## src/rtl/core/glm_pkg.sv

```systemverilog
// ----------------------------------------------------------------------------
// Glyph cell metrics package
// Shared types and constants for the glyph cell metrics block and its checker.
// ----------------------------------------------------------------------------
package glm_pkg;

    localparam int TALLY_DEPTH_DEF = 64;

    localparam logic [7:0] GREY_LIMIT      = 8'd240;
    localparam logic [5:0] BASELINE_LIFT   = 6'd2;
    localparam logic [5:0] BASELINE_MAX    = 6'd63;
    localparam logic [7:0] SIZE_MAX        = 8'd255;

    localparam logic [7:0] CELL_WIDTH_RST  = 8'd18;
    localparam logic [5:0] CELL_HEIGHT_RST = 6'd22;

    typedef enum logic [1:0] {
        CFG_CELL_WIDTH  = 2'd0,
        CFG_CELL_HEIGHT = 2'd1,
        CFG_FIXED_WIDTH = 2'd2
    } t_cfg_reg;

    typedef struct packed {
        logic [7:0] red;
        logic [7:0] green;
        logic [7:0] blue;
        logic [7:0] alpha;
        logic       new_font;
    } t_pixel;

    typedef struct packed {
        logic [7:0] glyph_offset;
        logic [7:0] glyph_size;
        logic [5:0] glyph_baseline;
        logic [5:0] dominant_baseline;
        logic       empty_cell;
    } t_metrics;

endpackage

```

## src/rtl/core/glyph_cell_metrics.sv

```systemverilog
// ----------------------------------------------------------------------------
// Glyph cell metrics
// Ink bounding box, baseline and dominant baseline of streamed glyph cells.
// ----------------------------------------------------------------------------
// The block accepts one pixel per clock cycle while o_in_stall is low, and
// produces one result per glyph cell, on the transfer of the cell's last
// pixel. On its way to the output, the last pixel of a cell goes through an
// input register, a cell tracking stage that updates the counters and the
// ink box and issues the histogram read, and a histogram stage that
// bumps the baseline tally and updates the dominant baseline into the output
// register. The histogram sits in a single memory with one read and one write
// port; a forwarding path covers back to back cells that hit the same
// baseline, so the full rate holds even for one pixel cells. The histogram is
// cleared at once by per entry valid bits when a pixel flagged new_font
// passes the tracking stage, so no clearing pass is needed after reset.
// Configuration is written through a simple write port and must only change
// while the pipeline is empty.
module glyph_cell_metrics
    import glm_pkg::*;
#(
    parameter int TALLY_DEPTH = TALLY_DEPTH_DEF
) (
    input  logic       i_clk,
    input  logic       i_rst_n,
    // configuration write port
    input  logic       i_cfg_we,
    input  logic [1:0] i_cfg_index,
    input  logic [7:0] i_cfg_data,
    // pixel input channel
    input  logic       i_in_valid,
    output logic       o_in_stall,
    input  t_pixel     i_in_pixel,
    // result output channel
    output logic       o_out_valid,
    input  logic       i_out_stall,
    output t_metrics   o_out_glyph
);

    localparam int AW = $clog2(TALLY_DEPTH);

    // ------------------------------------------------------------------
    // Configuration registers.
    // ------------------------------------------------------------------
    logic [7:0] r_cell_width;
    logic [5:0] r_cell_height;
    logic       r_fixed_width;

    always_ff @(posedge i_clk) begin
        if (!i_rst_n) begin
            r_cell_width  <= CELL_WIDTH_RST;
            r_cell_height <= CELL_HEIGHT_RST;
            r_fixed_width <= 1'b0;
        end else if (i_cfg_we) begin
            case (i_cfg_index)
                CFG_CELL_WIDTH:  r_cell_width  <= i_cfg_data;
                CFG_CELL_HEIGHT: r_cell_height <= i_cfg_data[5:0];
                CFG_FIXED_WIDTH: r_fixed_width <= i_cfg_data[0];
                default: ;
            endcase
        end
    end

    // ------------------------------------------------------------------
    // Pipeline flow control. The tracking stage only moves when the
    // histogram stage can take its item, which keeps the histogram clear
    // of a new font strictly after every update of the previous font.
    // ------------------------------------------------------------------
    logic r_px_v;
    logic r_s2_v;
    logic r_out_v;
    logic out_free;
    logic s2_go;
    logic s2_free;
    logic s1_go;

    assign out_free = !r_out_v || !i_out_stall;
    assign s2_go    = r_s2_v && out_free;
    assign s2_free  = !r_s2_v || out_free;
    assign s1_go    = r_px_v && s2_free;

    assign o_in_stall  = r_px_v && !s1_go;
    assign o_out_valid = r_out_v;

    // ------------------------------------------------------------------
    // Input register.
    // ------------------------------------------------------------------
    t_pixel r_px;

    always_ff @(posedge i_clk) begin
        if (!i_rst_n) begin
            r_px_v <= 1'b0;
        end else if (!o_in_stall) begin
            r_px_v <= i_in_valid;
        end
    end

    always_ff @(posedge i_clk) begin
        if (!o_in_stall) begin
            r_px <= i_in_pixel;
        end
    end

    // ------------------------------------------------------------------
    // Cell tracking stage: position counters, ink test and ink box.
    // ------------------------------------------------------------------
    logic [7:0] r_col;
    logic [5:0] r_row;
    logic       r_alpha_mode;
    logic       r_ink_seen;
    logic [7:0] r_min_col;
    logic [7:0] r_max_col;
    logic [5:0] r_max_row;

    logic [7:0] n_col;
    logic [5:0] n_row;
    logic       n_alpha_mode;
    logic       n_ink_seen;
    logic [7:0] n_min_col;
    logic [7:0] n_max_col;
    logic [5:0] n_max_row;

    logic [7:0] px_x;
    logic [5:0] px_y;
    logic       first_px;
    logic       grey_px;
    logic       seen_before;
    logic       ink;
    logic       seen_now;
    logic [7:0] last_col;
    logic [5:0] last_row;
    logic       row_end;
    logic       cell_end;
    logic [8:0] ink_width;
    logic [6:0] base_raw;
    logic [5:0] base;
    logic       tally_en;
    logic [AW-1:0] rd_addr;
    t_metrics   s1_res;

    always_comb begin
        px_x     = r_px.new_font ? 8'd0 : r_col;
        px_y     = r_px.new_font ? 6'd0 : r_row;
        first_px = (px_x == 8'd0) && (px_y == 6'd0);
        grey_px  = (r_px.red == r_px.green) && (r_px.green == r_px.blue)
                   && (r_px.red >= GREY_LIMIT);

        // The first pixel of a cell selects the ink test for the whole cell.
        n_alpha_mode = first_px ? grey_px : r_alpha_mode;
        seen_before  = first_px ? 1'b0 : r_ink_seen;
        ink          = n_alpha_mode ? (r_px.alpha != 8'd0) : (r_px.red != 8'd0);
        seen_now     = seen_before || ink;

        n_min_col = r_min_col;
        n_max_col = r_max_col;
        n_max_row = r_max_row;
        if (ink) begin
            if (!seen_before || (px_x < r_min_col)) begin
                n_min_col = px_x;
            end
            if (!seen_before || (px_x > r_max_col)) begin
                n_max_col = px_x;
            end
            n_max_row = px_y;
        end

        // A register value of zero wraps to the widest cell.
        last_col = r_cell_width - 8'd1;
        last_row = r_cell_height - 6'd1;
        row_end  = px_x >= last_col;
        cell_end = row_end && (px_y >= last_row);

        n_col      = row_end ? 8'd0 : px_x + 8'd1;
        n_row      = row_end ? (cell_end ? 6'd0 : px_y + 6'd1) : px_y;
        n_ink_seen = cell_end ? 1'b0 : seen_now;

        ink_width = {1'b0, n_max_col} - {1'b0, n_min_col} + 9'd1;
        base_raw  = {1'b0, n_max_row} + {1'b0, BASELINE_LIFT};
        base      = base_raw[6] ? BASELINE_MAX : base_raw[5:0];
        tally_en  = seen_now && ({3'b000, base} < 9'(TALLY_DEPTH));
        rd_addr   = AW'(base);

        s1_res.glyph_offset      = seen_now ? n_min_col : 8'd0;
        s1_res.glyph_size        = !seen_now ? 8'd0 :
                                   ink_width[8] ? SIZE_MAX : ink_width[7:0];
        s1_res.glyph_baseline    = seen_now ? base : 6'd0;
        s1_res.dominant_baseline = 6'd0;
        s1_res.empty_cell        = !seen_now;
        if (r_fixed_width) begin
            s1_res.glyph_offset = 8'd0;
            s1_res.glyph_size   = r_cell_width;
        end
    end

    always_ff @(posedge i_clk) begin
        if (!i_rst_n) begin
            r_col        <= 8'd0;
            r_row        <= 6'd0;
            r_alpha_mode <= 1'b0;
            r_ink_seen   <= 1'b0;
            r_min_col    <= 8'd0;
            r_max_col    <= 8'd0;
            r_max_row    <= 6'd0;
        end else if (s1_go) begin
            r_col        <= n_col;
            r_row        <= n_row;
            r_alpha_mode <= n_alpha_mode;
            r_ink_seen   <= n_ink_seen;
            r_min_col    <= n_min_col;
            r_max_col    <= n_max_col;
            r_max_row    <= n_max_row;
        end
    end

    // ------------------------------------------------------------------
    // Baseline histogram memory with per entry valid bits. An entry whose
    // valid bit is clear reads as a zero tally.
    // ------------------------------------------------------------------
    logic [7:0]             r_tally_mem [TALLY_DEPTH];
    logic [7:0]             r_tally_q;
    logic [TALLY_DEPTH-1:0] r_vld;
    logic                   r_rd_ok;
    logic                   r_fwd;
    logic [7:0]             r_fwd_data;

    t_metrics      r_s2_res;
    logic          r_s2_tally;
    logic [AW-1:0] r_s2_addr;

    logic       wr_en;
    logic [7:0] wr_data;
    logic [7:0] cur_tally;
    logic       font_clear;

    assign font_clear = s1_go && r_px.new_font;
    assign wr_en      = s2_go && r_s2_tally;
    assign cur_tally  = r_fwd ? r_fwd_data : (r_rd_ok ? r_tally_q : 8'd0);
    assign wr_data    = cur_tally + 8'd1;

    // The read data is held while the histogram stage waits on the output.
    always_ff @(posedge i_clk) begin
        if (wr_en) begin
            r_tally_mem[r_s2_addr] <= wr_data;
        end
        if (s2_free) begin
            r_tally_q <= r_tally_mem[rd_addr];
        end
    end

    // A write by the histogram stage in the same cycle as the read for the
    // next cell is forwarded. The clear of a new font wins over that write,
    // since the write belongs to the font before.
    always_ff @(posedge i_clk) begin
        if (!i_rst_n) begin
            r_vld <= '0;
        end else if (font_clear) begin
            r_vld <= '0;
        end else if (wr_en) begin
            r_vld[r_s2_addr] <= 1'b1;
        end
    end

    always_ff @(posedge i_clk) begin
        if (s2_free) begin
            r_rd_ok    <= !r_px.new_font && r_vld[rd_addr];
            r_fwd      <= !r_px.new_font && wr_en && (r_s2_addr == rd_addr);
            r_fwd_data <= wr_data;
            r_s2_res   <= s1_res;
            r_s2_tally <= tally_en;
            r_s2_addr  <= rd_addr;
        end
    end

    always_ff @(posedge i_clk) begin
        if (!i_rst_n) begin
            r_s2_v <= 1'b0;
        end else if (s2_free) begin
            r_s2_v <= s1_go && cell_end;
        end
    end

    // ------------------------------------------------------------------
    // Histogram stage: tally update and dominant baseline. The tally of the
    // dominant baseline is kept beside it, so one memory read suffices.
    // ------------------------------------------------------------------
    logic [5:0] r_best;
    logic [7:0] r_best_cnt;
    logic [5:0] n_best;
    logic [7:0] n_best_cnt;
    t_metrics   s2_res;

    always_comb begin
        n_best     = r_best;
        n_best_cnt = r_best_cnt;
        if (r_s2_tally) begin
            if (r_s2_res.glyph_baseline == r_best) begin
                n_best_cnt = wr_data;
            end else if (wr_data > r_best_cnt) begin
                n_best     = r_s2_res.glyph_baseline;
                n_best_cnt = wr_data;
            end
        end
        s2_res                   = r_s2_res;
        s2_res.dominant_baseline = n_best;
    end

    always_ff @(posedge i_clk) begin
        if (!i_rst_n) begin
            r_best     <= 6'd0;
            r_best_cnt <= 8'd0;
        end else if (font_clear) begin
            r_best     <= 6'd0;
            r_best_cnt <= 8'd0;
        end else if (s2_go) begin
            r_best     <= n_best;
            r_best_cnt <= n_best_cnt;
        end
    end

    // ------------------------------------------------------------------
    // Output register.
    // ------------------------------------------------------------------
    t_metrics r_out;

    always_ff @(posedge i_clk) begin
        if (!i_rst_n) begin
            r_out_v <= 1'b0;
        end else if (out_free) begin
            r_out_v <= r_s2_v;
        end
    end

    always_ff @(posedge i_clk) begin
        if (out_free) begin
            r_out <= s2_res;
        end
    end

    assign o_out_glyph = r_out;

endmodule

```

## config.mk

```make
export PLATFORM = sky130hd
export DESIGN_NAME = glyph_cell_metrics
export DESIGN_NICKNAME = d
export VERILOG_FILES = /design/src/rtl/core/glm_pkg.sv /design/src/rtl/core/glyph_cell_metrics.sv
export SDC_FILE = /design/constraint.sdc
export NUM_CORES = 1
export LEC_CHECK = 0
export BUFFER_PORTS_ARGS = -buffer_cell sky130_fd_sc_hd__buf_4
export CAP_MARGIN = 20
export CORE_UTILIZATION = 62
export DETAILED_ROUTE_END_ITERATION = 10
export PLACE_DENSITY = 0.86
export SYNTH_ARGS = -nofsm -noshare
export SYNTH_HDL_FRONTEND = slang
export SYNTH_SLANG_ARGS = --single-unit
```

## constraint.sdc

```tcl
create_clock -name i_clk -period 5.99 [get_ports i_clk]
set_input_delay 0.2995 -clock i_clk [delete_from_list [all_inputs] [get_ports i_clk]]
set_output_delay 0.2995 -clock i_clk [all_outputs]
set_load 0.01 [all_outputs]
```

Word-level counts from Yosys, hierarchy flattened
Memories as Yosys holds them, arrays and structs flattened. A register that Yosys moved wholly into a read port is not among the register bits.
Cells that the tools add are included.
{"block": "op_classes", "addsub": 8, "magnitude_cmp": 9, "n_eq_ne": 6, "mux": 31, "bitwise": 3, "reduce_logical": 38}
{"op": "8-bit two-way mux", "count": 13}
{"op": "64-bit bitwise OR", "count": 1}
{"op": "6-bit two-way mux", "count": 8}
{"op": "8-bit by 1-bit adder with 8-bit output, second input constant", "count": 2}
{"op": "8-bit equality test", "count": 2}
{"op": "8-bit greater-than comparator", "count": 2}
{"op": "8-bit nonzero test", "count": 2}
{"op": "1-bit logical AND", "count": 14}
{"op": "6-bit by 7-bit < comparator with 1-bit output, second input constant", "count": 2}
{"op": "6-bit equality test", "count": 2}
{"op": "9-bit by 1-bit adder with 9-bit output, second input constant", "count": 1}
{"op": "8-bit by 8-bit subtractor with 9-bit output", "count": 1}
{"op": "8-bit >= comparator", "count": 1}
{"op": "8-bit >= comparator, second input constant", "count": 1}
{"op": "8-bit zero test", "count": 1}
{"op": "8-bit < comparator", "count": 1}
{"op": "1-bit two-way mux", "count": 8}
{"op": "8-bit by 1-bit subtractor with 8-bit output, second input constant", "count": 1}
{"op": "6-bit by 2-bit adder with 7-bit output, second input constant", "count": 1}
{"op": "1-bit zero test", "count": 7}
{"op": "6-bit by 1-bit adder with 6-bit output, second input constant", "count": 1}
{"op": "1-bit binary-select mux with 6-bit select", "count": 1}
{"op": "1-bit demux with 6-bit select", "count": 1}
{"op": "6-bit by 1-bit >= comparator with 1-bit output, second input constant", "count": 1}
{"op": "other kinds (12)", "count": 20}
{"block": "totals", "reg_bits": 236, "mem_bits_rw": 512, "inputBits": 48, "memories": 1}
{"memory": "r_tally_mem", "words": 64, "width": 8, "rd": 1, "rd_clocked_by_memory_dff": 1, "wr": 1, "line_no": "glyph_cell_metrics.sv:218", "text": "logic [7:0] r_tally_mem [TALLY_DEPTH];"}

Logic depth before layout (Yosys ltp)
{"block": "depth", "depth_word": 13, "ltp_mapped": 28, "mapped_depth_nobuf": 26}

Worst setup path before layout
OpenSTA, ideal clock, no wires.
{"block": "synth_path", "kind": "register to register", "from": "reg r_fwd", "to": "reg r_best[0]", "setup_ps": 128, "t_arrival_ps": 5207, "setup_slack_ps": 656, "path_stages_with_launch": 13, "period_less_slack_ps": 5334, "cell_sequence": "edfxtp_1 > nor2b_1 > a22o_1 > nand3_1 > or3_1 > xnor2_1 > ha_1 > nand3_1 > nor3_1 > nor3_1 > mux2_2 > mux2i_1 > nor2_1"}
{"block": "synth_via", "elab_chain_len": 6}
{"item": "start, declared", "line_no": "glyph_cell_metrics.sv:222", "text": "logic r_fwd;"}
{"item": "start signal, assigned", "line_no": "glyph_cell_metrics.sv:265", "text": "r_fwd <= !r_px.new_font && wr_en && (r_s2_addr == rd_addr);"}
{"item": "8-bit two-way mux", "line_no": "glyph_cell_metrics.sv:236", "text": "assign cur_tally = r_fwd ? r_fwd_data : (r_rd_ok ? r_tally_q : 8'd0);"}
{"item": "8-bit by 1-bit adder with 8-bit output", "line_no": "glyph_cell_metrics.sv:237", "text": "assign wr_data = cur_tally + 8'd1;"}
{"item": "via wr_data[5]", "line_no": "glyph_cell_metrics.sv:230", "text": "logic [7:0] wr_data;"}
{"item": "8-bit greater-than comparator", "line_no": "glyph_cell_metrics.sv:297", "text": "end else if (wr_data > r_best_cnt) begin"}
{"item": "6-bit two-way mux", "line_no": "glyph_cell_metrics.sv:297"}
{"item": "6-bit two-way mux", "line_no": "glyph_cell_metrics.sv:295", "text": "if (r_s2_res.glyph_baseline == r_best) begin"}
{"item": "6-bit two-way mux", "line_no": "glyph_cell_metrics.sv:294", "text": "if (r_s2_tally) begin"}
{"item": "via n_best[0]", "line_no": "glyph_cell_metrics.sv:287", "text": "logic [5:0] n_best;"}
{"item": "end signal, assigned", "line_no": "glyph_cell_metrics.sv:314", "text": "r_best <= n_best;"}
{"item": "end, declared", "line_no": "glyph_cell_metrics.sv:285", "text": "logic [5:0] r_best;"}
The timed path passes the listed nets, and every way through them passes these cells.
A chain may end at the register's enable or synchronous reset.

Worst setup path after layout
{"block": "layout_path", "from": "reg r_px[0] (netlist name)", "to": "reg r_tally_q[4], read port of r_tally_mem, data pin"}
{"block": "layout_via", "elab_chain_len": 8, "elab_cells_between_ends": 10}
{"item": "start, declared", "line_no": "glyph_cell_metrics.sv:87", "text": "t_pixel r_px;"}
{"item": "start signal, assigned", "line_no": "glyph_cell_metrics.sv:99", "text": "r_px <= i_in_pixel;"}
{"item": "8-bit two-way mux / 6-bit two-way mux (equally long branches)", "line_no": "glyph_cell_metrics.sv:141, glyph_cell_metrics.sv:142"}
{"item": "8-bit zero test / 6-bit zero test (equally long branches)", "line_no": "glyph_cell_metrics.sv:143", "text": "first_px = (px_x == 8'd0) && (px_y == 6'd0);"}
{"item": "1-bit logical AND", "line_no": "glyph_cell_metrics.sv:143"}
{"item": "1-bit two-way mux", "line_no": "glyph_cell_metrics.sv:148", "text": "n_alpha_mode = first_px ? grey_px : r_alpha_mode;"}
{"item": "1-bit two-way mux", "line_no": "glyph_cell_metrics.sv:150", "text": "ink = n_alpha_mode ? (r_px.alpha != 8'd0) : (r_px.red != 8'd0);"}
{"item": "6-bit two-way mux *", "line_no": "glyph_cell_metrics.sv:156", "text": "if (ink) begin"}
{"item": "6-bit by 2-bit adder with 7-bit output *", "line_no": "glyph_cell_metrics.sv:177", "text": "base_raw = {1'b0, n_max_row} + {1'b0, BASELINE_LIFT};"}
{"item": "6-bit two-way mux *", "line_no": "glyph_cell_metrics.sv:178", "text": "base = base_raw[6] ? BASELINE_MAX : base_raw[5:0];"}
{"item": "end, declared", "line_no": "glyph_cell_metrics.sv:219", "text": "logic [7:0] r_tally_q;"}
Mark *: on every way between the ends. The rest lies on a longest branch, timed or not.

==> results.ini <==
[clocking]
cts_tree = yes
cts_sinks = 756
insertion_delay_ns = 0.63
h-tree-depth = 3
clkTransAtPathRegs_ns = 0.06
cts_inserted_buffers = 75
clockBufferDepth = 3
cts_root_buf = clkbuf_16

[sta]
fin_setup_tns_ns = 0
final-hold-violation-count = 0
fin_crit_ns = 5.69
fin_crit_sh_pct = 94.9
grt_setup_unrepaired = false
max_freq_mhz = 176
slew_violations = 0
finalWorstSetupSlack_ns = 0.303
slew_headroom_pct = 22.2
setup_viol = 0
max_slew.worst_pin.slew_ns = 1.16
skew_ns = 0.0341

[die]
ios = 79
coreArea_mm2 = 0.0514
dieArea_mm2 = 0.0530
rows = 83
die_w_um = 230
die_y_um = 230
start_util_pct = 62.8

[finish]
n_antenna_cell = 0
drive_gt1_share_pct = 11.9
areaGrowthSynthToFinish_pct = 13.4
nets = 2800

[synthesis]
ys.flop_type = edfxtp_1
ys_top_cells_by_area = edfxtp_1 58%, dfxtp_1 8.3%, nand2_1 4.1%, nor2_1 3.3%, mux2i_1 3.2%
yosysSeqAreaShare_pct = 66.2
synth-edff-count = 622
yosysWarningCount = 0
synth.top_cell.area_share_pct = 57.9
syn_inst = 2589
synthDistinctLibCells = 88
ys_ff_latch = 756
ys_top_cells_by_count = 622 x edfxtp_1, 354 x nand2_1, 281 x nor2_1, 134 x dfxtp_1, 122 x nand3_1
syn_area_mm2 = 0.0323
yosysMostFrequentCell = edfxtp_1
yosysTopAreaCell = edfxtp_1
async_reset_ff_share_pct = 0
synth_nets = 2692
avgSynthCellArea_um2 = 12.5

[power_and_ir_drop]
clkPwrFrac_pct = 45.5
ir_drop_mv = 0.216
p_switching_mw = 2.13
swShare_pct = 19.8
p_per_area_mw_per_mm2 = 295
leakage_nw = 12.4
p_comb_share_pct = 1.9
pwr-share-seq_pct = 52.6
p_int_mw = 8.65

[critical_path]
start_kind = register
critPathKind = reg2reg
cp_max_fo = 40
arrival_ns = 6.18
setup.worst_path.end_class = register
cp_slowest_cell = clkinv_1
worstPathCellList = buf_4 > nor2b_1 > inv_1 > ha_1 > a21bo_1 > a41oi_2 > nor2_1 > a31o_1 > a221oi_4 > buf_4 > nor2_1 > nor2_2 > clkinv_1 > o31ai_1 > a21oi_1 > a211oi_1 > or4_1
cp_num_buf_inv = 4
crit_required_ns = 6.48
worst_path_largest_cell_delay_ns = 0.69
critPathTopFamily = compound AO/OA/AOI/OAI gates

[routing]
wl_per_cell_um = 25.1
firstDrtPassIters = 9
drtIter0Drc = 3648
vias = 23200
ant_nets = 0
routed_wl_um = 86500
drc = 0
vias_per_cell = 6.73

[place]
place_ws_ns = 0.609
gp_congestion = 0.973
portBuffers = 78
hpwl_um = 51700

[grt]
grt_pass1_wl_um = 131000
grtUsageTotal_pct = 32.6
grt_pass1_vias = 22500
antenna_found_initial = 2
overflow = 0
grt_start_max_net_pins = 123

[outcome]
status = complete, no violations

[flow_run]
drv_cap = 0

[min_path]
hp-class = in2reg

-- power by group through the flow --
stage / clock [mW] / sequential, mW / combinational, mW
2_1_floorplan: 0 / 5.78 / 0.0979
3_3_place_gp: 0 / 5.78 / 0.160
3_5_place_dp: 0 / 5.78 / 0.166
4_1_cts: 4.91 / 5.67 / 0.191
5_1_grt: 5.12 / 5.67 / 0.214
6_report: 4.91 / 5.67 / 0.201
-- metrics by stage --
step | power [mW] | util [%] | instances | hold slack [ns] | instance area (µm²)
after detailed placement | 5.95 | 65.3 | 3253 | 0.409 | 33500
after global placement | 5.94 | 65.3 | 3253 | 0.404 | 33500
final | 10.8 | 71.2 | 3440 | 0.0948 | 36600
after floorplan | 5.87 | - | 2589 | 0.398 | 32300
after global routing | 11.0 | 71.2 | 3440 | 0.110 | 36600
after CTS | 10.8 | 71.1 | 3438 | 0.0493 | 36600
-- cell type report --
class                      count  area, µm²
multi-input combinational   1634      10100
sequential                   756      21400
fill                        3119      14800
clock buffer                 103       2110
clock inverter                37        465
inverter                      55        209
timing repair buffer         175       1480
tap                          680        851
-- kinds of logic after synthesis --
group                      share of synthesized area (%)
AOI/OAI and AO/OA                                   11.0
muxes                                               4.21
DFF                                                 66.2
adders and majority gates                           2.28
and+or+nand+nor                                     12.6
buffers and inverters                               2.73
xor gates and xnor gates                            1.06
-- tightest hold or removal path, delay by kind of cell --
family        cells  cell delay (ns)
buf+inv           1             0.09
mux               1             0.09
simple gates      2             0.20
-- state kept, by name, summed over array words and instances, names as in the netlist, 6 cells and up --
| signal | flops |
|---|---|
| r_best_cnt | 8 |
| r_tally_q | 8 |
| r_best | 6 |
| r_min_col | 8 |
| r_tally_mem | 512 |
| r_fwd_data | 8 |
| r_cell_height | 6 |
| o_out_glyph | 29 |
| r_s2_addr | 6 |
| r_row | 6 |
| r_max_row | 6 |
| r_vld | 64 |
| r_max_col | 8 |
| r_col | 8 |
| r_px | 33 |
| r_cell_width | 8 |
| r_s2_res | 23 |
-- routing by layer --
metal	global-route usage (%)	up-vias	routed length [µm]
li1	-	9891	-
met2	52.5	1824	41100
met1	41.9	11100	30900
met4	16.0	2	4040
met5	0	-	13
met3	7.48	347	10500
-- placed cells by master (no fill, tap or decap), types with 11 or more instances in the layout --
master / netlist / routed
inv_1: 47 / 46
a21oi_1: 85 / 85
nor2b_1: 18 / 18
nand3_1: 122 / 121
or4_1: 11 / 11
o221ai_1: 26 / 26
xor2_1: 14 / 11
nor2_1: 281 / 280
and3_1: 26 / 26
buf_4: 6 / 126
dfxtp_1: 134 / 134
edfxtp_1: 622 / 622
nor3_1: 22 / 22
o21ai_0: 90 / 90
ha_1: 54 / 53
dlygate4sd3_1: 0 / 45
nand2_1: 354 / 351
a211oi_1: 20 / 20
xnor2_1: 25 / 21
a32o_1: 11 / 11
mux2i_1: 102 / 102
o32a_1: 14 / 14
mux2_2: 24 / 24
o22ai_1: 31 / 31
clkbuf_16: 0 / 78
nand4_1: 11 / 11
clkinv_2: 0 / 12
clkbuf_1: 70 / 19
a22oi_1: 28 / 28
a21o_1: 32 / 32
a22o_1: 37 / 37
a31oi_1: 14 / 14
o21ai_1: 14 / 14
a221oi_1: 17 / 17
-- path summary, 6_finish.rpt --
check / start / end / slack (ns) / depth (start not counted)
max: r_px[0] / r_tally_q[4] / 0.30 / 17
min: i_cfg_index[0] / r_fixed_width / 0.09 / 4
max reg2reg: r_px[0] / r_tally_q[4] / 0.30 / 17
min reg2reg: r_s2_res[17] / o_out_glyph[17] / 0.42 / 0
-- timing repair --
item	in CTS	in global routing
setup endpoints to repair	0	7
buffers inserted	0	0
endpoints found under the hold margin	50	0
hold buffers	45	0
resized for setup	0	1
(Power assumes the default switching activity.)
